`config.mk`:
```
export PLATFORM = sky130hd
export DESIGN_NAME = heap_sort_engine_core
export DESIGN_NICKNAME = d
export VERILOG_FILES = /design/src/rtl/core/hse_pkg.sv /design/src/rtl/core/heap_sort_engine_core.sv /design/src/rtl/core/hse_datapath.sv /design/src/rtl/core/hse_ctrl.sv
export SDC_FILE = /design/constraint.sdc
export NUM_CORES = 2
export LEC_CHECK = 0
export ABC_CLOCK_PERIOD_IN_PS = 11420
export BUFFER_PORTS_ARGS = -buffer_cell sky130_fd_sc_hd__buf_4
export CAP_MARGIN = 15
export CORE_AREA = 3 3 407 409
export CTS_CLUSTER_DIAMETER = 60
export CTS_CLUSTER_SIZE = 20
export DETAILED_ROUTE_END_ITERATION = 7
export DIE_AREA = 0 0 410 412
export PLACE_DENSITY = 0.7
export SYNTH_ARGS = -nofsm -noshare
export SYNTH_HDL_FRONTEND = slang
export SYNTH_SLANG_ARGS = --single-unit
```
`constraint.sdc`:
```
create_clock -name i_clk -period 11.42 [get_ports i_clk]
set_clock_uncertainty 0.15 [all_clocks]
set_input_delay 0.571 -clock i_clk [delete_from_list [all_inputs] [get_ports i_clk]]
set_output_delay 0.571 -clock i_clk [all_outputs]
set_load 0.02 [all_outputs]
```
`src/rtl/core/hse_pkg.sv`:
```
// Shared types and codes for the heap sort engine.
// Holds the controller-to-datapath command and status structs; no dependencies.
`timescale 1ns / 1ps
`default_nettype none

package hse_pkg;

    // Read address source for the heap store.
    typedef logic [2:0] t_rd_sel;
    localparam t_rd_sel RD_NODE  = 3'd0;
    localparam t_rd_sel RD_LEFT  = 3'd1;
    localparam t_rd_sel RD_RIGHT = 3'd2;
    localparam t_rd_sel RD_ZERO  = 3'd3;
    localparam t_rd_sel RD_IDX   = 3'd4;
    localparam t_rd_sel RD_IDXM1 = 3'd5;
    localparam t_rd_sel RD_K     = 3'd6;

    // Write source and address for the heap store.
    typedef logic [2:0] t_wr_sel;
    localparam t_wr_sel WR_NONE   = 3'd0;
    localparam t_wr_sel WR_LOAD   = 3'd1;
    localparam t_wr_sel WR_VAL    = 3'd2;
    localparam t_wr_sel WR_BIG    = 3'd3;
    localparam t_wr_sel WR_LV_IDX = 3'd4;

    // Commands from the controller to the datapath.
    typedef struct packed {
        t_rd_sel rd_sel;
        t_wr_sel wr_sel;
        logic    clr_batch;
        logic    idx_build;
        logic    idx_sort;
        logic    idx_dec;
        logic    node_from_idx;
        logic    node_root;
        logic    node_to_big;
        logic    val_from_rd;
        logic    lv_from_rd;
        logic    use_right;
        logic    k_clr;
        logic    k_inc;
        logic    out_load;
    } t_dp_cmd;

    // Status from the datapath to the controller.
    typedef struct packed {
        logic count_zero;
        logic count_lt2;
        logic left_out;
        logic right_out;
        logic stop;
        logic idx_gt1;
        logic out_last;
    } t_dp_sts;

endpackage

`default_nettype wire

```
`src/rtl/core/heap_sort_engine_core.sv`:
```
// Heap sort engine: loads one sample per beat, heapsorts in place, streams results ascending.
// After the final beat, each sift step runs as read left, read right, then compare and write,
// on a store with one read and one write a cycle. Each result beat is read from the store,
// loaded into the result register and held on offer until the consumer takes it.
// Reset clears the fill count, drop flag and sequencer; the heap store needs no clearing pass.
// Depends on hse_pkg, hse_ctrl and hse_datapath.
`timescale 1ns / 1ps
`default_nettype none

module heap_sort_engine_core
    import hse_pkg::*;
#(
    parameter int STORE_DEPTH = 64,
    parameter int VALUE_WIDTH = 32
) (
    input  logic                          i_clk,
    input  logic                          i_rst_n,
    input  logic                          i_in_valid,
    output logic                          o_in_stall,
    input  logic signed [VALUE_WIDTH-1:0] i_sample_value,
    input  logic                          i_final_item,
    output logic                          o_out_valid,
    input  logic                          i_out_stall,
    output logic signed [VALUE_WIDTH-1:0] o_sorted_value,
    output logic                          o_last_result,
    output logic                          o_overflow_flag
);

    t_dp_cmd cmd;
    t_dp_sts sts;

    // Sequencer.
    hse_ctrl u_ctrl (
        .i_clk        (i_clk),
        .i_rst_n      (i_rst_n),
        .i_in_valid   (i_in_valid),
        .i_final_item (i_final_item),
        .i_out_stall  (i_out_stall),
        .i_sts        (sts),
        .o_in_stall   (o_in_stall),
        .o_out_valid  (o_out_valid),
        .o_cmd        (cmd)
    );

    // Heap store and compare datapath.
    hse_datapath #(
        .STORE_DEPTH (STORE_DEPTH),
        .VALUE_WIDTH (VALUE_WIDTH)
    ) u_datapath (
        .i_clk           (i_clk),
        .i_rst_n         (i_rst_n),
        .i_cmd           (cmd),
        .i_sample_value  (i_sample_value),
        .o_sts           (sts),
        .o_sorted_value  (o_sorted_value),
        .o_last_result   (o_last_result),
        .o_overflow_flag (o_overflow_flag)
    );

    // Input is never taken while a result is on offer.
    a_no_overlap: assert property (@(posedge i_clk) disable iff (!i_rst_n)
        !o_in_stall |-> !o_out_valid)
        else $error("input open while a result is pending");

    // The final result beat of a batch reopens the input.
    a_last_reopens: assert property (@(posedge i_clk) disable iff (!i_rst_n)
        (o_out_valid && !i_out_stall && o_last_result) |=> !o_in_stall)
        else $error("input not reopened after the final result");

    // A result beat that is not final keeps the input closed.
    a_mid_batch: assert property (@(posedge i_clk) disable iff (!i_rst_n)
        (o_out_valid && !i_out_stall && !o_last_result) |=> o_in_stall)
        else $error("input reopened in the middle of a batch");

endmodule

`default_nettype wire

```
`src/rtl/core/hse_datapath.sv`:
```
// Datapath of the heap sort engine: heap store memory, index registers, compare.
// Depends on hse_pkg for the command and status structs.
`timescale 1ns / 1ps
`default_nettype none

module hse_datapath
    import hse_pkg::*;
#(
    parameter int STORE_DEPTH = 64,
    parameter int VALUE_WIDTH = 32
) (
    input  logic                          i_clk,
    input  logic                          i_rst_n,
    input  t_dp_cmd                       i_cmd,
    input  logic signed [VALUE_WIDTH-1:0] i_sample_value,
    output t_dp_sts                       o_sts,
    output logic signed [VALUE_WIDTH-1:0] o_sorted_value,
    output logic                          o_last_result,
    output logic                          o_overflow_flag
);

    localparam int AW = $clog2(STORE_DEPTH);
    localparam int CW = $clog2(STORE_DEPTH + 1);

    // Heap store, one write and one registered read per cycle.
    logic signed [VALUE_WIDTH-1:0] r_mem [STORE_DEPTH];
    logic signed [VALUE_WIDTH-1:0] r_rdata;

    logic [CW-1:0] r_count;
    logic          r_dropped;
    logic [CW-1:0] r_size;
    logic [AW-1:0] r_node;
    logic [AW-1:0] r_idx;
    logic [AW-1:0] r_k;
    logic signed [VALUE_WIDTH-1:0] r_val;
    logic signed [VALUE_WIDTH-1:0] r_lv;
    logic signed [VALUE_WIDTH-1:0] r_sorted;
    logic          r_last;
    logic          r_ovf;

    logic [AW:0]   left_w;
    logic [AW+1:0] right_w;
    logic [AW+1:0] size_x;
    logic [AW-1:0] idx_m1;
    logic          not_full;
    logic          pick_right;
    logic signed [VALUE_WIDTH-1:0] big_v;
    logic [AW-1:0] big_idx;
    logic [AW-1:0] rd_addr;
    logic [AW-1:0] wr_addr;
    logic signed [VALUE_WIDTH-1:0] wr_data;
    logic          wr_en;

    // Child indices of the node being sifted.
    assign left_w   = {r_node, 1'b1};
    assign right_w  = (AW+2)'(left_w) + (AW+2)'(1);
    assign size_x   = (AW+2)'(r_size);
    assign idx_m1   = r_idx - AW'(1);
    assign not_full = r_count < CW'(STORE_DEPTH);

    // Larger child: ties keep the left one.
    assign pick_right = i_cmd.use_right && (r_lv < r_rdata);
    assign big_v      = pick_right ? r_rdata : (i_cmd.use_right ? r_lv : r_rdata);
    assign big_idx    = pick_right ? right_w[AW-1:0] : left_w[AW-1:0];

    assign o_sts.count_zero = (r_count == '0);
    assign o_sts.count_lt2  = (r_count < CW'(2));
    assign o_sts.left_out   = ((AW+2)'(left_w) >= size_x);
    assign o_sts.right_out  = (right_w >= size_x);
    assign o_sts.stop       = (r_val >= big_v);
    assign o_sts.idx_gt1    = (r_idx > AW'(1));
    assign o_sts.out_last   = r_last;

    // Read address select.
    always_comb begin
        case (i_cmd.rd_sel)
            RD_NODE:  rd_addr = r_node;
            RD_LEFT:  rd_addr = left_w[AW-1:0];
            RD_RIGHT: rd_addr = right_w[AW-1:0];
            RD_ZERO:  rd_addr = '0;
            RD_IDX:   rd_addr = r_idx;
            RD_IDXM1: rd_addr = idx_m1;
            RD_K:     rd_addr = r_k;
            default:  rd_addr = '0;
        endcase
    end

    // Write address and data select.
    always_comb begin
        wr_en   = 1'b0;
        wr_addr = r_node;
        wr_data = r_val;
        case (i_cmd.wr_sel)
            WR_LOAD: begin
                wr_en   = not_full;
                wr_addr = r_count[AW-1:0];
                wr_data = i_sample_value;
            end
            WR_VAL: begin
                wr_en = 1'b1;
            end
            WR_BIG: begin
                wr_en   = 1'b1;
                wr_data = big_v;
            end
            WR_LV_IDX: begin
                wr_en   = 1'b1;
                wr_addr = r_idx;
                wr_data = r_lv;
            end
            default: begin
                wr_en = 1'b0;
            end
        endcase
    end

    // Heap store.
    always_ff @(posedge i_clk) begin
        if (wr_en) begin
            r_mem[wr_addr] <= wr_data;
        end
        r_rdata <= r_mem[rd_addr];
    end

    // Batch fill count and drop flag.
    always_ff @(posedge i_clk) begin
        if (!i_rst_n) begin
            r_count   <= '0;
            r_dropped <= 1'b0;
        end else if (i_cmd.clr_batch) begin
            r_count   <= '0;
            r_dropped <= 1'b0;
        end else if (i_cmd.wr_sel == WR_LOAD) begin
            if (not_full) begin
                r_count <= r_count + CW'(1);
            end else begin
                r_dropped <= 1'b1;
            end
        end
    end

    // Loop index, sift node and heap size.
    always_ff @(posedge i_clk) begin
        if (i_cmd.idx_build) begin
            r_idx <= AW'(r_count >> 1);
        end else if (i_cmd.idx_sort) begin
            r_idx <= AW'(r_count - CW'(1));
        end else if (i_cmd.idx_dec) begin
            r_idx <= idx_m1;
        end
        if (i_cmd.node_from_idx) begin
            r_node <= idx_m1;
            r_size <= r_count;
        end else if (i_cmd.node_root) begin
            r_node <= '0;
            r_size <= CW'(r_idx);
        end else if (i_cmd.node_to_big) begin
            r_node <= big_idx;
        end
        if (i_cmd.val_from_rd) begin
            r_val <= r_rdata;
        end
        if (i_cmd.lv_from_rd) begin
            r_lv <= r_rdata;
        end
    end

    // Output counter and result register.
    always_ff @(posedge i_clk) begin
        if (i_cmd.k_clr) begin
            r_k <= '0;
        end else if (i_cmd.k_inc) begin
            r_k <= r_k + AW'(1);
        end
        if (i_cmd.out_load) begin
            r_sorted <= r_rdata;
            r_last   <= ((CW'(r_k) + CW'(1)) == r_count);
            r_ovf    <= r_dropped;
        end
    end

    assign o_sorted_value  = r_sorted;
    assign o_last_result   = r_last;
    assign o_overflow_flag = r_ovf;

endmodule

`default_nettype wire

```
`src/rtl/core/hse_ctrl.sv`:
```
// Controller of the heap sort engine: load, heap build, sort-down and output sequencing.
// Depends on hse_pkg for the command and status structs.
`timescale 1ns / 1ps
`default_nettype none

module hse_ctrl
    import hse_pkg::*;
(
    input  logic    i_clk,
    input  logic    i_rst_n,
    input  logic    i_in_valid,
    input  logic    i_final_item,
    input  logic    i_out_stall,
    input  t_dp_sts i_sts,
    output logic    o_in_stall,
    output logic    o_out_valid,
    output t_dp_cmd o_cmd
);

    localparam logic [3:0] S_LOAD     = 4'd0;
    localparam logic [3:0] S_START    = 4'd1;
    localparam logic [3:0] S_BLD_RD   = 4'd2;
    localparam logic [3:0] S_BLD_V    = 4'd3;
    localparam logic [3:0] S_SRT_RD0  = 4'd4;
    localparam logic [3:0] S_SRT_RDI  = 4'd5;
    localparam logic [3:0] S_SRT_WR   = 4'd6;
    localparam logic [3:0] S_SIFT_L   = 4'd7;
    localparam logic [3:0] S_SIFT_R   = 4'd8;
    localparam logic [3:0] S_SIFT_C   = 4'd9;
    localparam logic [3:0] S_OUT_RD   = 4'd10;
    localparam logic [3:0] S_OUT_LD   = 4'd11;
    localparam logic [3:0] S_OUT_WAIT = 4'd12;

    logic [3:0] r_state;
    logic [3:0] n_state;
    logic       r_sort_phase;
    logic       n_sort_phase;
    logic       in_beat;
    logic       out_beat;
    logic       sift_done;

    assign in_beat     = i_in_valid && (r_state == S_LOAD);
    assign out_beat    = (r_state == S_OUT_WAIT) && !i_out_stall;
    assign o_in_stall  = (r_state != S_LOAD);
    assign o_out_valid = (r_state == S_OUT_WAIT);

    // Next state and datapath commands.
    always_comb begin
        n_state      = r_state;
        n_sort_phase = r_sort_phase;
        sift_done    = 1'b0;
        o_cmd        = '0;
        o_cmd.rd_sel = RD_NODE;
        o_cmd.wr_sel = WR_NONE;
        case (r_state)
            S_LOAD: begin
                if (in_beat) begin
                    o_cmd.wr_sel = WR_LOAD;
                    if (i_final_item) begin
                        n_state = S_START;
                    end
                end
            end
            S_START: begin
                if (i_sts.count_zero) begin
                    o_cmd.clr_batch = 1'b1;
                    n_state         = S_LOAD;
                end else if (i_sts.count_lt2) begin
                    o_cmd.k_clr = 1'b1;
                    n_state     = S_OUT_RD;
                end else begin
                    o_cmd.idx_build = 1'b1;
                    n_sort_phase    = 1'b0;
                    n_state         = S_BLD_RD;
                end
            end
            S_BLD_RD: begin
                o_cmd.rd_sel        = RD_IDXM1;
                o_cmd.node_from_idx = 1'b1;
                n_state             = S_BLD_V;
            end
            S_BLD_V: begin
                o_cmd.val_from_rd = 1'b1;
                n_state           = S_SIFT_L;
            end
            S_SRT_RD0: begin
                o_cmd.rd_sel = RD_ZERO;
                n_state      = S_SRT_RDI;
            end
            S_SRT_RDI: begin
                o_cmd.lv_from_rd = 1'b1;
                o_cmd.rd_sel     = RD_IDX;
                n_state          = S_SRT_WR;
            end
            S_SRT_WR: begin
                // The old root goes to the end of the heap; the last entry is sifted from the root.
                o_cmd.val_from_rd = 1'b1;
                o_cmd.wr_sel      = WR_LV_IDX;
                o_cmd.node_root   = 1'b1;
                n_state           = S_SIFT_L;
            end
            S_SIFT_L: begin
                o_cmd.rd_sel = RD_LEFT;
                if (i_sts.left_out) begin
                    o_cmd.wr_sel = WR_VAL;
                    sift_done    = 1'b1;
                end else begin
                    n_state = S_SIFT_R;
                end
            end
            S_SIFT_R: begin
                o_cmd.lv_from_rd = 1'b1;
                o_cmd.rd_sel     = RD_RIGHT;
                if (!i_sts.right_out) begin
                    n_state = S_SIFT_C;
                end else if (i_sts.stop) begin
                    o_cmd.wr_sel = WR_VAL;
                    sift_done    = 1'b1;
                end else begin
                    o_cmd.wr_sel      = WR_BIG;
                    o_cmd.node_to_big = 1'b1;
                    n_state           = S_SIFT_L;
                end
            end
            S_SIFT_C: begin
                o_cmd.use_right = 1'b1;
                if (i_sts.stop) begin
                    o_cmd.wr_sel = WR_VAL;
                    sift_done    = 1'b1;
                end else begin
                    o_cmd.wr_sel      = WR_BIG;
                    o_cmd.node_to_big = 1'b1;
                    n_state           = S_SIFT_L;
                end
            end
            S_OUT_RD: begin
                o_cmd.rd_sel = RD_K;
                n_state      = S_OUT_LD;
            end
            S_OUT_LD: begin
                o_cmd.out_load = 1'b1;
                n_state        = S_OUT_WAIT;
            end
            S_OUT_WAIT: begin
                if (out_beat) begin
                    if (i_sts.out_last) begin
                        o_cmd.clr_batch = 1'b1;
                        n_state         = S_LOAD;
                    end else begin
                        o_cmd.k_inc = 1'b1;
                        n_state     = S_OUT_RD;
                    end
                end
            end
            default: begin
                n_state = S_LOAD;
            end
        endcase

        // End of one sift: step the build or sort-down loop.
        if (sift_done) begin
            if (i_sts.idx_gt1) begin
                o_cmd.idx_dec = 1'b1;
                n_state       = r_sort_phase ? S_SRT_RD0 : S_BLD_RD;
            end else if (!r_sort_phase) begin
                o_cmd.idx_sort = 1'b1;
                n_sort_phase   = 1'b1;
                n_state        = S_SRT_RD0;
            end else begin
                o_cmd.k_clr = 1'b1;
                n_state     = S_OUT_RD;
            end
        end
    end

    // State registers.
    always_ff @(posedge i_clk) begin
        if (!i_rst_n) begin
            r_state      <= S_LOAD;
            r_sort_phase <= 1'b0;
        end else begin
            r_state      <= n_state;
            r_sort_phase <= n_sort_phase;
        end
    end

endmodule

`default_nettype wire
```
==> reports/results.ini <==
[placement]
post_dp_cell_area_mm2 = 0.0926
place_hpwl_um = 150000
io_buffers = 72
gp_congestion = 0.916

[finish]
utilization_pct = 60.0
fin_nets = 6088
fill_cells = 12000
layout.cells.most_common = edfxtp_1
final_layout_size_suffix_gt1_share_pct = 9.76
multi_input_area_mm2 = 0.0217
seqCellArea_mm2 = 0.0660
most-common-layout-cells = edfxtp_1, nand2_1, mux2i_1
design_area_mm2 = 0.0974
syn_to_final_growth_pct = 9.55

[worst_setup_path]
criticalPathCategory = reg2reg
cp_top_family = compound AO/OA/AOI/OAI gates
cp_slowest_cell = a221o_2
crit_path_end_kind = flop
critPathMaxFanout = 64
critPathMaxStageDelay_ns = 0.89
worstReg2RegStart = u_datapath.r_rdata[14]
worstPathArrival_ns = 8.44
cp_num_buf_inv = 3
critical_path_required_ns = 11.69
cp-start-kind = flop
path_cells = inv_1 -> ha_1 -> nand4_1 -> a2111oi_0 -> o21ai_0 -> a21oi_1 -> nor3_1 -> nor3_2 -> buf_4 -> mux2_2 -> ha_1 -> nand2b_1 -> a21oi_1 -> o21ai_0 -> a221oi_1 -> a2111oi_2 -> or3_1 -> buf_4 -> a32o_1 -> a221o_2
cp-startpoint = u_datapath.r_rdata[14]

[global_routing]
antenna_found_initial = 19
grt_pass1_wl_um = 387000
grt_max_degree = 144
track_usage_pct = 32.4
grt_pass1_vias = 51200
grt-ovfl-total = 0

[timing]
min_period_over_period_pct = 71.5
worstMarginPinSlew_ns = 1.30
fin_setup_tns_ns = 0
fmax_mhz = 122
rsz0062_at_grt = false
finalSetupViolations = 0
slew_headroom_pct = 12.9
final_max_slew_viol_count = 0
hold_viol_final = 0
post-route-min-period_ns = 8.16
hold_ws_ns = 0.0930

[pwr]
p_per_area_mw_per_mm2 = 168
ir_drop_uv = 149
finalPower_mw = 16.4
p_leak_nw = 32.9

[synth]
synth-edff-count = 2165
ys_seq_elements = 2216
avgSynthCellArea_um2 = 15.0
yosysWarnings = 0
synth_top_area_share_pct = 73.1
ys_seq_area_share_pct = 74.3
synthTopCellsByArea = edfxtp_1, mux2i_1, nand2_1, nand3_1, o22ai_1
synth_ff_type = edfxtp_1
async_reset_ff_share_pct = 0
syn-num-nets = 6045
yosysTopAreaCell = edfxtp_1
synth_cell_types = 85
syn_inst = 5923
syn-cell-area_mm2 = 0.0889

[detailed_routing]
antenna_left = 0
num_vias = 55200
drtIter0Drc = 9331
drc = 0
via_per_inst = 6.71
first_pass_iters = 5
wirelength_um = 278000
wl_per_cell_um = 33.8

[floorplan]
fp.dieH_um = 412
placementRows = 148
io_pins = 73
start_util_pct = 54.8
dieWidth_um = 410
die_area_mm2 = 0.169
coreArea_mm2 = 0.162

[worst_hold_path]
min_from = i_out_stall
min-delay-path-class = in2reg

[cts]
postCtsSetupBuffers = 0
postCtsHoldBufs = 1
tritoncts = yes
cts.reportedPaths.clkPinSlew_ns = 0.08
htreeDepth = 4
root_buffer = clkbuf_16
cts_sinks = 2216
ctsResizeCount = 0
clock_latency_ns = 0.82
clk_path_buf_depth = 3
cts_inserted_buffers = 143

[run_status]
status = completed

[job]
cap_viol_max_count = 0

worst reg2reg max path, cell delays in order (launching register included):
cell       delay [ns]
dfxtp_1          0.43
inv_1            0.08
ha_1             0.31
nand4_1          0.17
a2111oi_0        0.80
o21ai_0          0.30
a21oi_1          0.33
nor3_1           0.20
nor3_2           0.21
buf_4            0.56
mux2_2           0.43
ha_1             0.26
nand2b_1         0.09
a21oi_1          0.07
o21ai_0          0.37
a221oi_1         0.22
a2111oi_2        0.82
or3_1            0.27
buf_4            0.45
a32o_1           0.29
a221o_2          0.89
cell usage after synthesis (11+ instances only):
master and n:
a221o_1 41, o211ai_1 11, nor4_1 17, o21ai_1 16
a32o_1 33, a21oi_1 129, nor3_1 27, o21ai_0 106
nand4_1 102, or3_1 11, ha_1 85, o22ai_1 212
dfxtp_1 51, nand3_1 349, buf_1 31, clkbuf_1 117
nor2_1 127, inv_1 65, a22oi_1 19, xnor2_1 20
o2111ai_1 21, a32oi_1 103, buf_2 175, edfxtp_1 2165
and4_1 13, or4_1 23, nand2_1 983, a21o_1 18
buf_4 31, and3_1 27, a31oi_1 20, mux2i_1 593
xor2_1 13, o31a_1 24
power breakdown:
part	switching, mW	internal (mW)
logic	1.29	0.487
registers	0.0839	9.21
clock network	2.71	2.63
through the flow:
step / std cells / setup slack (ns)
finish: 8230 / 3.26
global route: 8222 / 2.94
CTS: 8203 / 3.35
detailed placement: 7979 / 3.46
global placement: 7976 / 3.54
floorplan: 5923 / 5.05
layout make-up:
class	count	share of cell area (%)
diodes	11	0.0283
clock buffers	176	3.96
clock inverters	47	0.659
inverters	65	0.250
multi-input cells	3287	22.2
flip-flops and latches	2216	67.8
well taps	2175	2.79
repair buffers	253	2.28
metal layers:
layer	global-route usage, %	wire [um]	vias to the layer above
met2	49.2	125000	3961
li1	-	-	22900
met1	43.8	101000	27600
met3	8.50	36100	704
met5	0	228	-
met4	15.8	15500	12
final timing paths:
path	to	slack (ns)	cells after the start
setup / recovery	u_datapath.r_mem[37][13]	3.26	20
setup reg to reg	u_datapath.r_mem[37][13]	3.26	20
hold / removal	u_ctrl.r_state[3]	0.09	3
hold reg to reg	u_datapath.o_overflow_flag	0.30	0
state kept, by name, summed over array words and instances, names as in the netlist:
name,count
u_datapath.r_idx,6
u_datapath.r_node,6
u_datapath.o_sorted_value,32
u_datapath.r_size,7
u_datapath.r_dropped,1
u_datapath.r_rdata,32
u_datapath.r_val,32
u_ctrl.r_state,4
u_datapath.r_lv,32
u_datapath.r_k,6
u_datapath.r_count,7
u_datapath.o_last_result,1
u_datapath.o_overflow_flag,1
u_ctrl.r_sort_phase,1
u_datapath.r_mem,2048
kinds of logic after synthesis:
logic type / Yosys count / synth area share [%]
muxes: 596 / 6.71
xor gates and xnor gates: 33 / 0.325
DFF: 2216 / 74.3
AOI/OAI and AO/OA: 840 / 6.60
and+or+nand+nor: 1733 / 8.74
adders and majority gates: 85 / 1.20
buffers and inverters: 420 / 2.16
Note: power is estimated with default switching activity, not from simulation.
